[config.mk]
export PLATFORM = sky130hd
export DESIGN_NAME = fixed_point_to_decimal_text
export DESIGN_NICKNAME = d
export VERILOG_FILES = /design/src/rtl/core/fpdec_pkg.sv /design/src/rtl/core/fpdec_bcd.sv /design/src/rtl/core/fixed_point_to_decimal_text.sv
export SDC_FILE = /design/constraint.sdc
export NUM_CORES = 1
export LEC_CHECK = 0
export ABC_AREA = 1
export BUFFER_PORTS_ARGS = -buffer_cell sky130_fd_sc_hd__buf_2
export CAP_MARGIN = 0
export CORE_MARGIN = 8
export CORE_UTILIZATION = 40
export CTS_CLUSTER_DIAMETER = 60
export CTS_CLUSTER_SIZE = 14
export DETAILED_ROUTE_END_ITERATION = 12
export GPL_TIMING_DRIVEN = 0
export PLACE_DENSITY = 0.66
export SLEW_MARGIN = 10
export SYNTH_ARGS = -nofsm -noshare
export SYNTH_HDL_FRONTEND = slang
export SYNTH_SLANG_ARGS = --single-unit
[constraint.sdc]
create_clock -name aclk -period 3.75 [get_ports aclk]
set_input_delay 0.75 -clock aclk [delete_from_list [all_inputs] [get_ports aclk]]
set_output_delay 0.75 -clock aclk [all_outputs]
set_load 0.01 [all_outputs]
[src/rtl/core/fpdec_pkg.sv]
package fpdec_pkg;

    // Default sizes of the conversion buffer.
    localparam int INT_DIGITS_DEF    = 10;
    localparam int BUFFER_DIGITS_DEF = 24;

    // A 32-bit integer part, plus a rounding carry, never needs more than ten digits.
    localparam int IP_DIGITS = 10;
    localparam int IP_BITS   = 33;
    localparam int BCD_W     = 4;

    // Field widths of the transactions.
    localparam int INT_W  = 32;
    localparam int FRAC_W = 32;
    localparam int CHAR_W = 7;

    // Configuration port.
    localparam int CFG_IDX_W  = 2;
    localparam int CFG_DATA_W = 4;
    localparam int PLACES_W   = 4;

    localparam logic [CFG_IDX_W-1:0] REG_DECIMAL_PLACES   = 2'd0;
    localparam logic [CFG_IDX_W-1:0] REG_MILLISECOND_MODE = 2'd1;
    localparam logic [CFG_IDX_W-1:0] REG_SIGNED_INPUT     = 2'd2;

    localparam logic [PLACES_W-1:0] PLACES_RESET = 4'd6;

    // Millisecond mode moves the point this many places to the right.
    localparam int MS_SHIFT = 3;

    // Character codes.
    localparam logic [CHAR_W-1:0] CH_ZERO  = 7'h30;
    localparam logic [CHAR_W-1:0] CH_NINE  = 7'h39;
    localparam logic [CHAR_W-1:0] CH_MINUS = 7'h2D;
    localparam logic [CHAR_W-1:0] CH_POINT = 7'h2E;

    localparam logic [BCD_W-1:0] DIGIT_NINE = 4'd9;
    localparam logic [BCD_W-1:0] DIGIT_FIVE = 4'd5;
    localparam logic [BCD_W-1:0] DIGIT_ADJ  = 4'd3;

    // Commands to the binary-to-BCD unit.
    typedef struct packed {
        logic load;
        logic shift;
    } bcd_ctrl_t;

    // Status from the binary-to-BCD unit.
    typedef struct packed {
        logic             done;
        logic [BCD_W-1:0] head;
    } bcd_stat_t;

endpackage

[src/rtl/core/fpdec_bcd.sv]
module fpdec_bcd #(
    parameter int NUM_DIGITS = fpdec_pkg::IP_DIGITS,
    parameter int BIN_W      = fpdec_pkg::IP_BITS
) (
    input  logic                 aclk,
    input  logic                 aresetn,
    input  fpdec_pkg::bcd_ctrl_t ctrl,
    input  logic [BIN_W-1:0]     bin_in,
    output fpdec_pkg::bcd_stat_t stat
);
    import fpdec_pkg::*;

    localparam int CNT_W  = $clog2(BIN_W + 1);
    localparam int FLAT_W = NUM_DIGITS * BCD_W;

    logic [BIN_W-1:0] val_reg, val_next;
    logic [BCD_W-1:0] dig_reg [NUM_DIGITS];
    logic [BCD_W-1:0] dig_next[NUM_DIGITS];
    logic [BCD_W-1:0] adj     [NUM_DIGITS];
    logic [CNT_W-1:0] cnt_reg, cnt_next;
    logic [FLAT_W-1:0] flat, shifted;

    // Add three to every digit of five or more, then shift one binary bit in.
    always_comb begin
        for (int j = 0; j < NUM_DIGITS; j++) begin
            adj[j] = (dig_reg[j] >= DIGIT_FIVE) ? dig_reg[j] + DIGIT_ADJ : dig_reg[j];
            flat[(NUM_DIGITS-1-j)*BCD_W +: BCD_W] = adj[j];
        end
        shifted = {flat[FLAT_W-2:0], val_reg[BIN_W-1]};
    end

    // Load, convert one bit a cycle, then hand digits out most significant first.
    always_comb begin
        val_next = val_reg;
        cnt_next = cnt_reg;
        for (int j = 0; j < NUM_DIGITS; j++) begin
            dig_next[j] = dig_reg[j];
        end
        if (ctrl.load) begin
            val_next = bin_in;
            cnt_next = CNT_W'(BIN_W);
            for (int j = 0; j < NUM_DIGITS; j++) begin
                dig_next[j] = '0;
            end
        end else if (cnt_reg != '0) begin
            val_next = {val_reg[BIN_W-2:0], 1'b0};
            cnt_next = cnt_reg - 1'b1;
            for (int j = 0; j < NUM_DIGITS; j++) begin
                dig_next[j] = shifted[(NUM_DIGITS-1-j)*BCD_W +: BCD_W];
            end
        end else if (ctrl.shift) begin
            for (int j = 0; j < NUM_DIGITS - 1; j++) begin
                dig_next[j] = dig_reg[j+1];
            end
            dig_next[NUM_DIGITS-1] = '0;
        end
    end

    always_ff @(posedge aclk) begin
        if (!aresetn) begin
            cnt_reg <= '0;
        end else begin
            cnt_reg <= cnt_next;
        end
        val_reg <= val_next;
        for (int j = 0; j < NUM_DIGITS; j++) begin
            dig_reg[j] <= dig_next[j];
        end
    end

    assign stat.done = (cnt_reg == '0);
    assign stat.head = dig_reg[0];

endmodule

[src/rtl/core/fixed_point_to_decimal_text.sv]
// The first character leaves after the fraction loop, the load, the conversion and the leading
// zeros, with the moment also set by the sign; then one per cycle while the output is not stalled.
// A new value is taken only after the last one is emitted; each value passes through the fraction
// loop, the 33-step binary-to-BCD conversion and emission.
// Reset (aresetn low, synchronous) restores the registers to six places, seconds and unsigned
// input, and drops any value in progress.
module fixed_point_to_decimal_text #(
    parameter int INT_DIGITS    = fpdec_pkg::INT_DIGITS_DEF,
    parameter int BUFFER_DIGITS = fpdec_pkg::BUFFER_DIGITS_DEF
) (
    input  logic                             aclk,
    input  logic                             aresetn,
    input  logic                             cfg_wr_en,
    input  logic [fpdec_pkg::CFG_IDX_W-1:0]  cfg_index,
    input  logic [fpdec_pkg::CFG_DATA_W-1:0] cfg_data,
    input  logic                             s_valid,
    output logic                             s_ready,
    input  logic [fpdec_pkg::INT_W-1:0]      s_int_part,
    input  logic [fpdec_pkg::FRAC_W-1:0]     s_frac_part,
    input  logic                             s_negative_flag,
    output logic                             m_valid,
    input  logic                             m_ready,
    output logic [fpdec_pkg::CHAR_W-1:0]     m_char_code,
    output logic                             m_last_char
);
    import fpdec_pkg::*;

    localparam int FRAC_CAP = (BUFFER_DIGITS > INT_DIGITS) ? BUFFER_DIGITS - INT_DIGITS : 0;
    localparam int SHORT    = (INT_DIGITS > BUFFER_DIGITS) ? INT_DIGITS - BUFFER_DIGITS : 0;
    localparam int FRAC_N   = (FRAC_CAP > 0) ? FRAC_CAP : 1;
    localparam int FIDX_W   = (FRAC_N > 1) ? $clog2(FRAC_N) : 1;
    localparam int NDIG     = IP_DIGITS + FRAC_CAP;
    localparam int REL_W    = $clog2(NDIG + MS_SHIFT + 1);
    localparam int VAL_W    = INT_W + FRAC_W;
    localparam int PROD_W   = FRAC_W + BCD_W;

    typedef enum logic [2:0] {
        ST_IDLE,
        ST_FRAC,
        ST_LOAD,
        ST_CONV,
        ST_EMIT,
        ST_FLUSH
    } state_t;

    state_t state_reg, state_next;

    // Configuration registers.
    logic [PLACES_W-1:0] places_reg, places_next;
    logic                ms_reg, ms_next;
    logic                sgn_reg, sgn_next;

    // Per-value working registers.
    logic [INT_W-1:0]  ip_reg, ip_next;
    logic [FRAC_W-1:0] fp_reg, fp_next;
    logic              neg_reg, neg_next;
    logic              ms_item_reg, ms_item_next;
    logic              round_reg, round_next;
    logic [REL_W-1:0]  nf_reg, nf_next;
    logic [REL_W-1:0]  end_reg, end_next;
    logic [REL_W-1:0]  k_reg, k_next;
    logic [REL_W-1:0]  lastn9_reg, lastn9_next;
    logic [REL_W-1:0]  q_reg, q_next;
    logic              lead_reg, lead_next;
    logic              pt_done_reg, pt_done_next;
    logic              pend_valid_reg, pend_valid_next;
    logic [CHAR_W-1:0] pend_char_reg, pend_char_next;

    // Output register.
    logic              m_valid_reg, m_valid_next;
    logic [CHAR_W-1:0] m_char_reg, m_char_next;
    logic              m_last_reg, m_last_next;

    // Fraction digits, most significant at index zero.
    logic [BCD_W-1:0] frac_reg[FRAC_N];
    logic             frac_wr;
    logic             frac_shift;

    // Datapath helpers.
    logic [VAL_W-1:0]   in_val;
    logic               in_neg;
    logic [PLACES_W:0]  places_sum;
    logic [REL_W-1:0]   nf_in;
    logic [PROD_W-1:0]  prod;
    logic [BCD_W-1:0]   frac_digit;
    logic               carry_int;
    logic [IP_BITS-1:0] bcd_bin;
    bcd_ctrl_t          bcd_ctrl;
    bcd_stat_t          bcd_stat;
    logic               is_frac;
    logic [BCD_W-1:0]   raw_digit;
    logic [BCD_W-1:0]   digit;
    logic [REL_W-1:0]   point_rel;
    logic [REL_W-1:0]   point_last;
    logic               out_free;
    logic               step_ok;
    logic               emit;
    logic [CHAR_W-1:0]  emit_char;

    // Sign handling: in signed mode a negative value is negated to its magnitude.
    always_comb begin
        in_val = {s_int_part, s_frac_part};
        in_neg = s_negative_flag;
        if (sgn_reg) begin
            in_neg = s_int_part[INT_W-1];
            if (in_neg) begin
                in_val = ~in_val + VAL_W'(1);
            end
        end
    end

    // Number of fraction digits, capped by the buffer.
    assign places_sum = {1'b0, places_reg} + (ms_reg ? (PLACES_W+1)'(MS_SHIFT) : '0);
    assign nf_in      = (int'(places_sum) > FRAC_CAP) ? REL_W'(FRAC_CAP) : REL_W'(places_sum);

    // One fraction digit per cycle: multiply by ten as 8x + 2x.
    assign prod       = {1'b0, fp_reg, 3'b000} + {3'b000, fp_reg, 1'b0};
    assign frac_digit = prod[PROD_W-1:FRAC_W];

    // A rounding carry reaches the integer part when no fraction digit can absorb it.
    assign carry_int = fp_reg[FRAC_W-1] && (lastn9_reg == REL_W'(IP_DIGITS - 1));
    assign bcd_bin   = {1'b0, ip_reg} + IP_BITS'(carry_int);

    // Digit at the current position, with the rounding applied to the fraction.
    assign is_frac   = (q_reg >= REL_W'(IP_DIGITS));
    assign raw_digit = is_frac ? frac_reg[0] : bcd_stat.head;
    always_comb begin
        digit = raw_digit;
        if (is_frac && round_reg) begin
            if (q_reg > lastn9_reg) begin
                digit = '0;
            end else if (q_reg == lastn9_reg) begin
                digit = raw_digit + 1'b1;
            end
        end
    end

    assign point_rel  = ms_item_reg ? REL_W'(IP_DIGITS + MS_SHIFT) : REL_W'(IP_DIGITS);
    assign point_last = point_rel - 1'b1;
    assign out_free   = !m_valid_reg || m_ready;
    assign step_ok    = !pend_valid_reg || out_free;

    fpdec_bcd #(
        .NUM_DIGITS (IP_DIGITS),
        .BIN_W      (IP_BITS)
    ) u_bcd (
        .aclk    (aclk),
        .aresetn (aresetn),
        .ctrl    (bcd_ctrl),
        .bin_in  (bcd_bin),
        .stat    (bcd_stat)
    );

    // Next-state logic for the sequencer, the character queue and the output register.
    always_comb begin
        state_next      = state_reg;
        places_next     = places_reg;
        ms_next         = ms_reg;
        sgn_next        = sgn_reg;
        ip_next         = ip_reg;
        fp_next         = fp_reg;
        neg_next        = neg_reg;
        ms_item_next    = ms_item_reg;
        round_next      = round_reg;
        nf_next         = nf_reg;
        end_next        = end_reg;
        k_next          = k_reg;
        lastn9_next     = lastn9_reg;
        q_next          = q_reg;
        lead_next       = lead_reg;
        pt_done_next    = pt_done_reg;
        pend_valid_next = pend_valid_reg;
        pend_char_next  = pend_char_reg;
        m_valid_next    = m_valid_reg;
        m_char_next     = m_char_reg;
        m_last_next     = m_last_reg;
        frac_wr         = 1'b0;
        frac_shift      = 1'b0;
        bcd_ctrl        = '0;
        emit            = 1'b0;
        emit_char       = CH_POINT;

        // Configuration writes.
        if (cfg_wr_en) begin
            case (cfg_index)
                REG_DECIMAL_PLACES:   places_next = cfg_data[PLACES_W-1:0];
                REG_MILLISECOND_MODE: ms_next     = cfg_data[0];
                REG_SIGNED_INPUT:     sgn_next    = cfg_data[0];
                default: ;
            endcase
        end

        // A taken transaction frees the output register.
        if (m_valid_reg && m_ready) begin
            m_valid_next = 1'b0;
        end

        case (state_reg)
            ST_IDLE: begin
                if (s_valid) begin
                    ip_next      = in_val[VAL_W-1:FRAC_W];
                    fp_next      = in_val[FRAC_W-1:0];
                    neg_next     = in_neg;
                    ms_item_next = ms_reg;
                    nf_next      = nf_in;
                    end_next     = REL_W'(IP_DIGITS - SHORT) + nf_in;
                    k_next       = '0;
                    lastn9_next  = REL_W'(IP_DIGITS - 1);
                    state_next   = (nf_in == '0) ? ST_LOAD : ST_FRAC;
                end
            end
            ST_FRAC: begin
                frac_wr = 1'b1;
                fp_next = prod[FRAC_W-1:0];
                if (frac_digit != DIGIT_NINE) begin
                    lastn9_next = REL_W'(IP_DIGITS) + k_reg;
                end
                k_next = k_reg + 1'b1;
                if (k_reg == nf_reg - 1'b1) begin
                    state_next = ST_LOAD;
                end
            end
            ST_LOAD: begin
                round_next      = fp_reg[FRAC_W-1];
                bcd_ctrl.load   = 1'b1;
                pend_valid_next = neg_reg;
                pend_char_next  = CH_MINUS;
                q_next          = '0;
                lead_next       = 1'b1;
                pt_done_next    = 1'b0;
                state_next      = ST_CONV;
            end
            ST_CONV: begin
                if (bcd_stat.done) begin
                    state_next = ST_EMIT;
                end
            end
            ST_EMIT: begin
                if (step_ok) begin
                    if (q_reg == point_rel && !pt_done_reg) begin
                        emit         = 1'b1;
                        emit_char    = CH_POINT;
                        pt_done_next = 1'b1;
                    end else begin
                        // Leading zeros are dropped, but one digit stays before the point.
                        if (!(lead_reg && digit == '0 && q_reg < point_last)) begin
                            emit      = 1'b1;
                            emit_char = CH_ZERO + CHAR_W'(digit);
                            lead_next = 1'b0;
                        end
                        if (is_frac) begin
                            frac_shift = 1'b1;
                        end else begin
                            bcd_ctrl.shift = 1'b1;
                        end
                        q_next = q_reg + 1'b1;
                        if (q_reg == end_reg - 1'b1) begin
                            state_next = ST_FLUSH;
                        end
                    end
                end
            end
            ST_FLUSH: begin
                if (!pend_valid_reg) begin
                    state_next = ST_IDLE;
                end else if (out_free) begin
                    m_valid_next    = 1'b1;
                    m_char_next     = pend_char_reg;
                    m_last_next     = 1'b1;
                    pend_valid_next = 1'b0;
                    state_next      = ST_IDLE;
                end
            end
            default: begin
                state_next = ST_IDLE;
            end
        endcase

        // The held character goes out once the next one is known, so the last flag is exact.
        if (emit) begin
            if (pend_valid_reg) begin
                m_valid_next = 1'b1;
                m_char_next  = pend_char_reg;
                m_last_next  = 1'b0;
            end
            pend_valid_next = 1'b1;
            pend_char_next  = emit_char;
        end
    end

    // State and registered outputs.
    always_ff @(posedge aclk) begin
        if (!aresetn) begin
            state_reg      <= ST_IDLE;
            places_reg     <= PLACES_RESET;
            ms_reg         <= 1'b0;
            sgn_reg        <= 1'b0;
            pend_valid_reg <= 1'b0;
            m_valid_reg    <= 1'b0;
        end else begin
            state_reg      <= state_next;
            places_reg     <= places_next;
            ms_reg         <= ms_next;
            sgn_reg        <= sgn_next;
            pend_valid_reg <= pend_valid_next;
            m_valid_reg    <= m_valid_next;
        end
        ip_reg        <= ip_next;
        fp_reg        <= fp_next;
        neg_reg       <= neg_next;
        ms_item_reg   <= ms_item_next;
        round_reg     <= round_next;
        nf_reg        <= nf_next;
        end_reg       <= end_next;
        k_reg         <= k_next;
        lastn9_reg    <= lastn9_next;
        q_reg         <= q_next;
        lead_reg      <= lead_next;
        pt_done_reg   <= pt_done_next;
        pend_char_reg <= pend_char_next;
        m_char_reg    <= m_char_next;
        m_last_reg    <= m_last_next;
    end

    // Fraction digit store: written in order, read out by shifting toward index zero.
    always_ff @(posedge aclk) begin
        if (frac_wr) begin
            frac_reg[k_reg[FIDX_W-1:0]] <= frac_digit;
        end else if (frac_shift) begin
            for (int j = 0; j < FRAC_N - 1; j++) begin
                frac_reg[j] <= frac_reg[j+1];
            end
            frac_reg[FRAC_N-1] <= '0;
        end
    end

    assign s_ready     = (state_reg == ST_IDLE);
    assign m_valid     = m_valid_reg;
    assign m_char_code = m_char_reg;
    assign m_last_char = m_last_reg;

endmodule

## Word level (Yosys, flattened, before mapping)

Memory sizes are Yosys's and may differ from the RTL's.
Index checks and enable logic that the tools add are counted.

| storage, ports and cells | value |
|---|---|
| flip-flop bits (word level) | 159 |
| RAM bits | 96 |
| input port bits | 76 |
| output and inout bits | 10 |
| logic and storage cells | 225 |
| memories kept | 2 |

Memories:

| memory | depth | bits a word | rd ports | clocked after Yosys merged registers in | wr ports | line | text |
|---|---|---|---|---|---|---|---|
| frac_reg | 14 | 4 | 14 | 0 | 14 | fixed_point_to_decimal_text.sv:75 | `logic [BCD_W-1:0] frac_reg[FRAC_N];` |
| u_bcd.dig_reg | 10 | 4 | 10 | 0 | 10 | fpdec_bcd.sv:17 | `logic [BCD_W-1:0] dig_reg [NUM_DIGITS];` |

| cells by class | value |
|---|---|
| $add $sub $neg | 24 |
| $lt $le $gt $ge | 14 |
| eq/ne operators | 23 |
| muxes and demuxes | 102 |
| bitwise gates (word level) | 2 |
| reduce and logical (&&, ||, !) cells | 34 |

Operators by type and width:

| kind | number |
|---|---|
| 64-bit two-way mux | 2 |
| 40-bit two-way mux | 3 |
| 7-bit two-way mux | 11 |
| 33-bit two-way mux | 2 |
| 64-bit by 1-bit adder with 64-bit output, second input constant | 1 |
| 64-bit inverter | 1 |
| 32-bit one-hot mux with 2 select lines | 1 |
| 4-bit two-way mux | 15 |
| 4-bit by 3-bit greater-or-equal comparator with 1-bit output, second input constant | 10 |
| 1-bit two-way mux | 40 |
| 35-bit by 33-bit adder with 36-bit output | 1 |
| 4-bit by 2-bit adder with 4-bit output, second input constant | 9 |
| 32-bit by 1-bit adder with 33-bit output | 1 |
| 32-bit two-way mux | 1 |
| 3-bit two-way mux | 10 |
| 5-bit two-way mux | 6 |
| 5-bit one-hot mux with 2 select lines | 3 |
| 2-bit != test, second input constant | 9 |
| 3-bit one-hot mux with 6 select lines | 1 |
| 5-bit equality test | 3 |
| 6-bit two-way mux | 2 |
| 4-bit by 5-bit adder with 5-bit output, first input constant | 2 |
| 5-bit by 1-bit adder with 5-bit output, second input constant | 2 |
| 2-bit AND reduction | 5 |
| 39 further kinds | 58 |

## Longest topological paths before layout

Gate-level depths: netlist of run 1.

| logic depth | value |
|---|---|
| word-level depth | 14 |
| mapped depth | 18 |
| gate-level depth less buffers | 18 |

## Hierarchy

A second synthesis of run 1 with hierarchy kept.

| second synthesis, totals | value |
|---|---|
| cell total of the unflattened synthesis | 2170 |
| area, all modules | 16559.6 µm² |

Modules (own cells, without submodules):

| module | times used | cells each | area an instance (µm²) | sequential area each (µm²) |
|---|---|---|---|---|
| fixed_point_to_decimal_text | 1 | 1513 | 11999.0 | 5044.8 |
| fpdec_bcd | 1 | 657 | 4560.6 | 1911.8 |

## Least setup slack after synthesis of run 1

No wires, ideal clock.

| timing path | value |
|---|---|
| path type | flip-flop to flip-flop |
| start | reg state_reg[0] |
| end | reg fp_reg[0], enable pin |
| setup time | 0.392 ns |
| arrival time | 2.645 ns |
| path slack | 0.713 ns |
| cell stages (with the launch flop) | 8 |
| path buffers | 0 |
| period minus slack after synthesis | 3.037 ns |
| cell sequence | dfxtp_1 nor2_1 inv_1 nor2_1 nand2_1 inv_1 nor2_1 inv_1 |

| between the ends | value |
|---|---|
| word-level cells in the longest chain between the ends | 3 |
| elaborated cells between the ends (all ways) | 5 |
| classes of those cells | eq/ne: 2; reduce/logical: 3 |

RTL lines:

| item | line | text |
|---|---|---|
| start: declaration | fixed_point_to_decimal_text.sv:46 | `state_t state_reg, state_next;` |
| start signal: assignment | fixed_point_to_decimal_text.sv:301 | `state_reg <= state_next;` |
| 3-bit logical NOT (*) | - |  |
| named net s_ready | fixed_point_to_decimal_text.sv:17 | `output logic s_ready,` |
| 2-bit != test (no line) or 2-bit nonzero test (tied branches) | - |  |
| 2-bit AND reduction (no line) (*) | - |  |
| end signal: assignment | fixed_point_to_decimal_text.sv:309 | `fp_reg <= fp_next;` |
| end: declaration | fixed_point_to_decimal_text.sv:55 | `logic [FRAC_W-1:0] fp_reg, fp_next;` |

The timed path passes the listed nets; every way through them passes the cells marked *.
A chain may end at the register's enable or synchronous reset.

## Worst setup path after layout of run 1

| timing path | value |
|---|---|
| start | reg state_reg[0] |
| end | reg fp_reg[4], enable pin |

| between the ends | value |
|---|---|
| word-level cells in the longest chain between the ends | 3 |
| elaborated cells between the ends (all ways) | 5 |
| classes of those cells | eq/ne: 2; reduce/logical: 3 |

RTL lines:

| item | line | text |
|---|---|---|
| 3-bit by 1-bit equality test with 1-bit output or 3-bit logical NOT (tied branches) | fixed_point_to_decimal_text.sv:198 | `case (state_reg)` |
| 2-bit nonzero test (no line) or 2-bit != test (tied branches) | - |  |
| 2-bit AND reduction (no line) (*) | - |  |

Mark *: on every way between the ends. The rest lies on a longest branch, timed or not.

==> results of run 1 <==
## final timing paths
check / end / slack (ps) / depth (start not counted)
min: places_reg[1]$_SDFFE_PN1P_ / 470 / 3
max reg2reg: fp_reg[4]$_DFFE_PP_ / 360 / 6
max: fp_reg[4]$_DFFE_PP_ / 360 / 6
min reg2reg: u_bcd.dig_reg[3][3]$_SDFFE_PP0P_ / 490 / 2
## layout by cell type (no fill, tap or decap), types with 3 or more instances in the layout
cell type / instances
edfxtp_1: 191
nor3_2: 6
o21ai_0: 165
nor4_1: 19
dfxtp_1: 61
o21bai_1: 7
nand3b_1: 5
nand2_2: 5
inv_8: 3
buf_1: 4
o211ai_1: 7
inv_1: 252
nand3_1: 101
nor2_1: 201
clkbuf_16: 29
xor2_1: 60
clkbuf_1: 51
buf_2: 92
inv_2: 10
a21o_1: 6
xnor2_1: 38
o31ai_1: 6
a211oi_1: 11
nand4_1: 24
o21a_1: 6
a21oi_1: 138
nor3_1: 35
ha_1: 73
a221oi_1: 7
or2_2: 7
nor2_2: 6
nand2_1: 488
o22ai_1: 4
clkinv_1: 3
a31oi_1: 20
## layer usage
layer | up-vias | GRT usage | routed length (um)
met4 | 0 | 0.04959 | 1091
met3 | 73 | 0.03384 | 2498
met2 | 378 | 0.3053 | 20220
li1 | 7113 | - | -
met5 | - | 0 | 0
met1 | 6623 | 0.2446 | 20230
## power breakdown
part           switching, uW  internal [uW]  leakage [uW]
clock                   1190           1470      0.000422
combinational           5560           2770       0.00486
sequential               739           4740       0.00233
total                   7500           8990       0.00761
## kinds of logic (layout without fill, tap and decap cells)
kind of cell,count (synthesis),after routing
XOR/XNOR,98,98
flip-flops,252,252
AO/OA/AOI/OAI,394,394
AND/OR/NAND/NOR,910,910
other,1,1
adder cells (fa/ha/maj),75,75
buffers and inverters,321,457
## synth_stat cells, types with 7 or more instances
library cell / instances / area [um^2]
a211oi_1: 11 / 82.58
dfxtp_1: 61 / 1221
xor2_1: 60 / 525.5
nand2_1: 489 / 1836
clkbuf_1: 42 / 157.7
inv_1: 254 / 953.4
ha_1: 73 / 913.4
nor2_1: 201 / 754.5
a31oi_1: 20 / 125.1
nand4_1: 24 / 150.1
a221oi_1: 7 / 61.31
buf_2: 7 / 35.03
nor3_1: 35 / 175.2
nor4_1: 19 / 118.9
o21ai_0: 165 / 825.8
o211ai_1: 7 / 52.55
a21oi_1: 138 / 690.7
edfxtp_1: 191 / 5736
nand3_1: 101 / 505.5
o21bai_1: 7 / 52.55
inv_2: 8 / 30.03
or2_2: 7 / 43.79
xnor2_1: 38 / 332.8
## critical path, stage by stage (launching register included)
cell	delay [ps]
dfxtp_1	380
inv_1	80
nor3_2	510
clkbuf_1	510
clkbuf_1	650
nor2_1	160
inv_2	680
## stage by stage
step / TNS, ps / worst slack (ps) / total power [uW]
floorplan: 0 / 713.5 / 11410
global placement: -11850 / -324.2 / 13500
detailed placement: 0 / 331.2 / 13760
CTS: 0 / 318.3 / 16480
global route: 0 / 103.7 / 17920
finish: 0 / 360.6 / 16480
## final cells by class
cell class | instances | area (um^2)
fillers | 4011 | 21600
flip-flops and latches | 252 | 6957
multi-input cells | 1478 | 7874
inverters | 264 | 991.0
well taps | 525 | 656.9
repair buffers | 86 | 445.4
clock inverters | 11 | 107.6
plain buffers | 57 | 239.0
clock buffers | 39 | 773.2
==> results.md, run 1 <==
- Layout overhead on the synthesized area: 12.37%
- Drt total wl: 44.04 mm
- Num rows: 73
- Setup bufs post-CTS: 0
- Synth Area in Compound Gates: 0.1364
- Minimum clock period: 3389 ps
- Critical path class: reg -> reg
- Final Wtd Congestion: 0.9446
- Critical path peak fanout: 37
- Count of final setup violators: 0
- Fin crit share: 0.9038
- Fmax: 0.2950 GHz
- Post-Syn Nets: 2202
- First drt pass iteration count: 6
- Post-synthesis mux area share: 0
- Final Slew Violations: 0
- Setup crit start kind: flip-flop
- Yosys cell types: 61
- Die X: 216.4 um
- Synth Flop Type: edfxtp_1
- Xor/xnor share of the synthesized area: 0.05345
- Initial antenna violation count: 0
- Outcome: finished, final reports clean
- Drt initial violations: 910
- I/O pin total: 86
- CTS tree: done
- H-Tree Depth: 1
- DP HPWL: 34.01 mm
- Max Cap Viol: 0
- Hold slack: 466.5 ps
- Adder-cell area share of the yosys netlist: 0.05937
- Post-CTS Resized: 0
- Largest net degree at the start of global routing: 44
- Dpl cell area: 17160 um^2
- Fraction of the mapped netlist area in simple logic gates: 0.2407
- Max-slew headroom: 0.4086
- Final cell count without fillers: 2712
- Fin area: 18040 um^2
- Ys Warns: 0
- Clk sinks: 252
- Synthesized instance count: 2051
- Post-DR vias/cell: 5.231
- Number of synthesized flops with an enable pin: 191
- Crit path from: state_reg[0]$_SDFFE_PN0P_
- Tightest Hold Check Type: in -> reg
- Largest family of logic cells by synthesized area: simple AND/OR/NAND/NOR gates
- Global route overflow: 0
- FF-to-FF Start: state_reg[0]$_SDFFE_PN0P_
- Hold Buf Count CTS: 0
- Layout cells sized above 1: 0.08322
- Worst Setup End Kind: flip-flop
- Measured slew at the worst slew-check pin: 885.8 ps
- DRC Markers: 0
- Pwr dens: 913.5 nW/um^2
- First-pass GRT wire length: 71.80 mm
- Clock buffer depth: 3
- Synthesized flop and latch total: 252
- Fin util: 0.4552
- Worst path arrival time: 3560 ps
- Clock buffer count from CTS: 27
- Die area: 46810 um^2
- I/O Buffers: 85
- Final count of hold timing violations: 0
- Layout Nets: 2317
- Hold Path Origin: cfg_data[1]
- Inserted Diodes: 0
- Clk_lat worst skew: 560 ps
- Wire length per cell: 16.24 um
- Initial cell density of the core: 0.4051
- Placed Cells: 2662
- Post-synth ARST share: 0
- Total Routing Usage GR: 0.1843
- Vias in the first global route: 14082
- Core region area: 39640 um^2
- P_leak: 0.007613 uW
- Max FFs per register: 56
- Clock Root Buffer: clkbuf_16
- Syn avg cell area: 7.829 um^2
- Synthesized area: 16060 um^2
- Register area share after synthesis: 0.4332
- Die height: 216.4 um
- Final worst clock skew: 19.54 ps
- Critical Path RT: 3930 ps
- Clock transition at path regs: 60 ps
- Antenna Nets Post-Route: 0
- Setup repair after global routing missed its margin: false
- Peak VDD IR: 0.3769 mV
- Vias: 14187
Note: power is estimated with default switching activity, not from simulation.
==> inputs of run 2 (changes only) <==
--- a/config.mk
+++ b/config.mk
@@ -5,7 +5,6 @@
 export SDC_FILE = /design/constraint.sdc
 export NUM_CORES = 1
 export LEC_CHECK = 0
-export ABC_AREA = 1
 export BUFFER_PORTS_ARGS = -buffer_cell sky130_fd_sc_hd__buf_2
 export CAP_MARGIN = 0
 export CORE_MARGIN = 8
==> run 2 against run 1 <==
Net effect: sequential cell count is the same; area after synthesis shrank 4.4%; clock power is essentially flat; synthesized cell count shrank 21%; sequential share of layout area grew 1.5 points; combinational power shrank 5.0%; hold slack lost 31 ps; critical path depth grew 6; cell count shrank 16%; design area shrank 3.8%; first-iteration DRC count shrank 13%.
==> results.md, run 2 <==
- Worst setup path end: frac_reg[2][1]$_DFFE_PP_
- Most frequent cells in the layout: nand2_1 (214), edfxtp_1 (191), nor2_1 (121)
- Final worst clock skew: 16.60 ps (-2.935 ps)
- Final Slew Violations: 0 (unchanged)
- I/O pin total: 86 (unchanged)
- Vias: 12346 (-13%)
- Clock Root Buffer: clkbuf_16
- Measured slew at the worst slew-check pin: 918.4 ps (+32.60 ps)
- Tightest Hold Check Type: in -> reg
- Final count of hold timing violations: 0 (unchanged)
- Count of final setup violators: 0 (unchanged)
- FF-to-FF Start: fp_reg[0]$_SDFFCE_PP0P_
- Worst path arrival time: 3950 ps (+390 ps)
- Initial cell density of the core: 0.4065 (+0.001407)
- Fmax: 0.2825 GHz (-4.2%)
- CTS tree: done
- First-pass GRT wire length: 62.76 mm (-13%)
- Worst path depth: 12 (+6)
- Pwr dens: 911.9 nW/um^2 (-0.17%)
- Worst path max stage delay: 480 ps (-200 ps)
- P_leak: 0.006785 uW (-11%)
- Reg2reg end: frac_reg[2][1]$_DFFE_PP_
- Critical Path RT: 4160 ps (+230 ps)
- Wire length per cell: 16.87 um (+3.9%)
- Fin util: 0.4600 (+0.004770)
- H-Tree Depth: 1 (unchanged)
- Post-synth top cells: nand2_1 (216), edfxtp_1 (191), nor2_1 (123)
- Antenna Nets Post-Route: 0 (unchanged)
- Vias in the first global route: 12231 (-13%)
- Die area: 44890 um^2 (-4.1%)
- Setup bufs post-CTS: 0 (unchanged)
- Total power: 15840 uW (-3.9%)
- Layout overhead on the synthesized area: 13.15%
- I/O Buffers: 85 (unchanged)
- Critical path peak fanout: 10 (-73%)
- CP top delay family: compound AO/OA/AOI/OAI gates
- Largest net degree at the start of global routing: 34 (-23%)
- Peak VDD IR: 0.4102 mV (+8.8%)
- Filler cell count: 3661 (-8.7%)
- Post-Syn Nets: 1777 (-19%)
- Setup repair after global routing missed its margin: false
- Cell taking the most area after synthesis: edfxtp_1
- Drt initial violations: 793 (-13%)
- Yosys cell types: 66 (+8.2%)
- Max FFs per register: 56 (unchanged)
- Fin crit share: 0.9438 (+0.03998)
- Minimum clock period: 3539 ps (+149.9 ps)
- Clk_lat worst skew: 550 ps (about the same)
- Layout cells sized above 1: 0.08782 (+0.004600)
- First drt pass iteration count: 5 (-1)
- Ranking of synthesized cells by area: edfxtp_1 (37%), dfxtp_1 (8.0%), ha_1 (6.0%), nand2_1 (5.3%), xnor2_1 (4.4%)
- Number of synthesized flops with an enable pin: 191 (unchanged)
- Most used cell, CP: a21oi_1
- Setup crit start kind: flip-flop
- DP HPWL: 28.94 mm (-15%)
- Clock buffer count from CTS: 28 (+3.7%)
- Post-synth ARST share: 0 (unchanged)
- Synth top area share: 0.3737 (+0.01654)
- Synthesized area: 15350 um^2 (-4.4%)
- Drt total wl: 38.40 mm (-13%)
- Slowest-stage cell, CP: a21oi_1
- Critical path class: reg -> reg
- Worst path bufs/invs: 2 (-2)
- Initial antenna violation count: 2 (+2)
- Global route overflow: 0 (unchanged)
- DRC Markers: 0 (unchanged)
- Critical-path cell list: ha_1, inv_1, fa_1, nor2b_1, o21bai_1, a21oi_1, o2111a_1, o211a_1, or3_1, a21oi_1, clkbuf_1, a21o_1
- Synthesized instance count: 1626 (-21%)
- Most common cell after layout, fill and taps aside: nand2_1
- Outcome: finished, final reports clean
- Layout Nets: 1894 (-18%)
- Clk sinks: 252 (unchanged)
- Num rows: 71 (-2.7%)
- Register area share after synthesis: 0.4533 (+0.02006)
- Inserted Diodes: 0 (unchanged)
- Synth Flop Type: edfxtp_1
- Post-DR vias/cell: 5.424 (+3.7%)
- Total Routing Usage GR: 0.1702 (-0.01411)
- Ys Warns: 0 (unchanged)
- Core region area: 37760 um^2 (-4.8%)
- Final Wtd Congestion: 0.8762 (-7.2%)
- Worst Setup End Kind: flip-flop
- Max-slew headroom: 0.3864 (-0.02220)
- Hold path cells: 3 (unchanged)
- Hold Buf Count CTS: 0 (unchanged)
- Die X: 211.9 um (-2.1%)
- FF-to-FF setup slack: 210 ps (-150 ps)
- Die height: 211.9 um (-2.1%)
- Syn avg cell area: 9.439 um^2 (+21%)
- Synthesized flop and latch total: 252 (unchanged)
- Crit path from: fp_reg[0]$_SDFFCE_PP0P_
- Clock buffer depth: 3 (unchanged)
- Worst reg2reg path depth: 12 (+6)
- Max Cap Viol: 0 (unchanged)
- Most frequent cell after synthesis: nand2_1
- Clock transition at path regs: 60 ps (about the same)
-- run 2: cell count changes in the layout (fill, tap and decap cells not counted), moves of 27 or more --
| cell | change |
|---|---|
| inv_1 | -195 |
| a311oi_1 | +27 |
| o21ai_0 | -54 |
| nand3_1 | -60 |
| xnor2_1 | +39 |
| a21o_1 | +45 |
| a21oi_1 | -29 |
| nor2_1 | -80 |
| nand2_1 | -274 |
-- run 2: layout make-up --
type	count	area, um^2	area share
flip-flops and latches	252	6957	0.4006
plain buffers	79	304.0	0.01751
well taps	511	639.4	0.03682
repair buffers	87	473.0	0.02724
clock buffers	37	765.7	0.04410
clock inverters	15	123.9	0.007133
multi-input cells	1235	7878	0.4536
inverters	60	225.2	0.01297
-- run 2: layer usage --
layer,share of wire,vias to the layer above,GRT usage
li1,-,6119,-
met1,0.47,5835,0.2287
met2,0.45,323,0.2792
met3,0.060,65,0.03150
met4,0.022,4,0.04409
met5,0.00070,-,0
-- run 2: worst min-delay path by stage --
stage | endpoint | from
final | places_reg[1]$_SDFFE_PN1P_ | cfg_data[1]
after global routing | places_reg[1]$_SDFFE_PN1P_ | cfg_data[1]
after CTS | places_reg[2]$_SDFFE_PN1P_ | cfg_data[2]
after detailed placement | frac_reg[13][1]$_SDFFE_PP0P_ | frac_reg[13][1]$_SDFFE_PP0P_
after global placement | frac_reg[13][3]$_SDFFE_PP0P_ | frac_reg[13][3]$_SDFFE_PP0P_
after floorplan | frac_reg[13][3]$_SDFFE_PP0P_ | frac_reg[13][3]$_SDFFE_PP0P_
-- run 2: through the flow --
stage	area (um^2)	setup TNS, ps	instances	worst slack, ps	hold slack, ps
2_1_floorplan	15350	0	1626	570.6	436.9
3_3_place_gp	16410	-8058	2222	-194.6	445.0
3_5_place_dp	16460	-2105	2224	-62.50	458.8
4_1_cts	17360	0	2276	188.2	418.1
5_1_grt	17370	0	2276	0.4019	438.4
6_report	17370	0	2276	210.6	435.1
-- run 2: timing repair --
item / in CTS / in global routing
endpoints found under the setup margin: 42 / 33
gates resized for setup: 2 / 3
cloned: 0 / 0
-- run 2: cells by family after synthesis --
logic type                 Yosys count  share of synthesized area
buffers and inverters              139                    0.03449
adders and majority gates           75                    0.06212
AOI/OAI and AO/OA                  423                     0.1790
xor gates and xnor gates           154                    0.08789
other                                1                  0.0002443
DFF                                252                     0.4533
and+or+nand+nor                    573                     0.1770
muxes                                9                   0.005952
-- run 2: report_power, final --
part           switching [uW]  leakage, uW  total, uW  internal (uW)
logic                    4770      0.00403       7920           3160
clock network            1210     0.000431       2680           1470
registers                 706      0.00232       5240           4530
total                    6680      0.00678      15800           9160
-- run 2: worst min-delay path, delay by kind of cell --
family	cells	cell delay [ps]
buffers and inverters	1	90
multiplexers	1	60
AND/OR/NAND/NOR	1	60
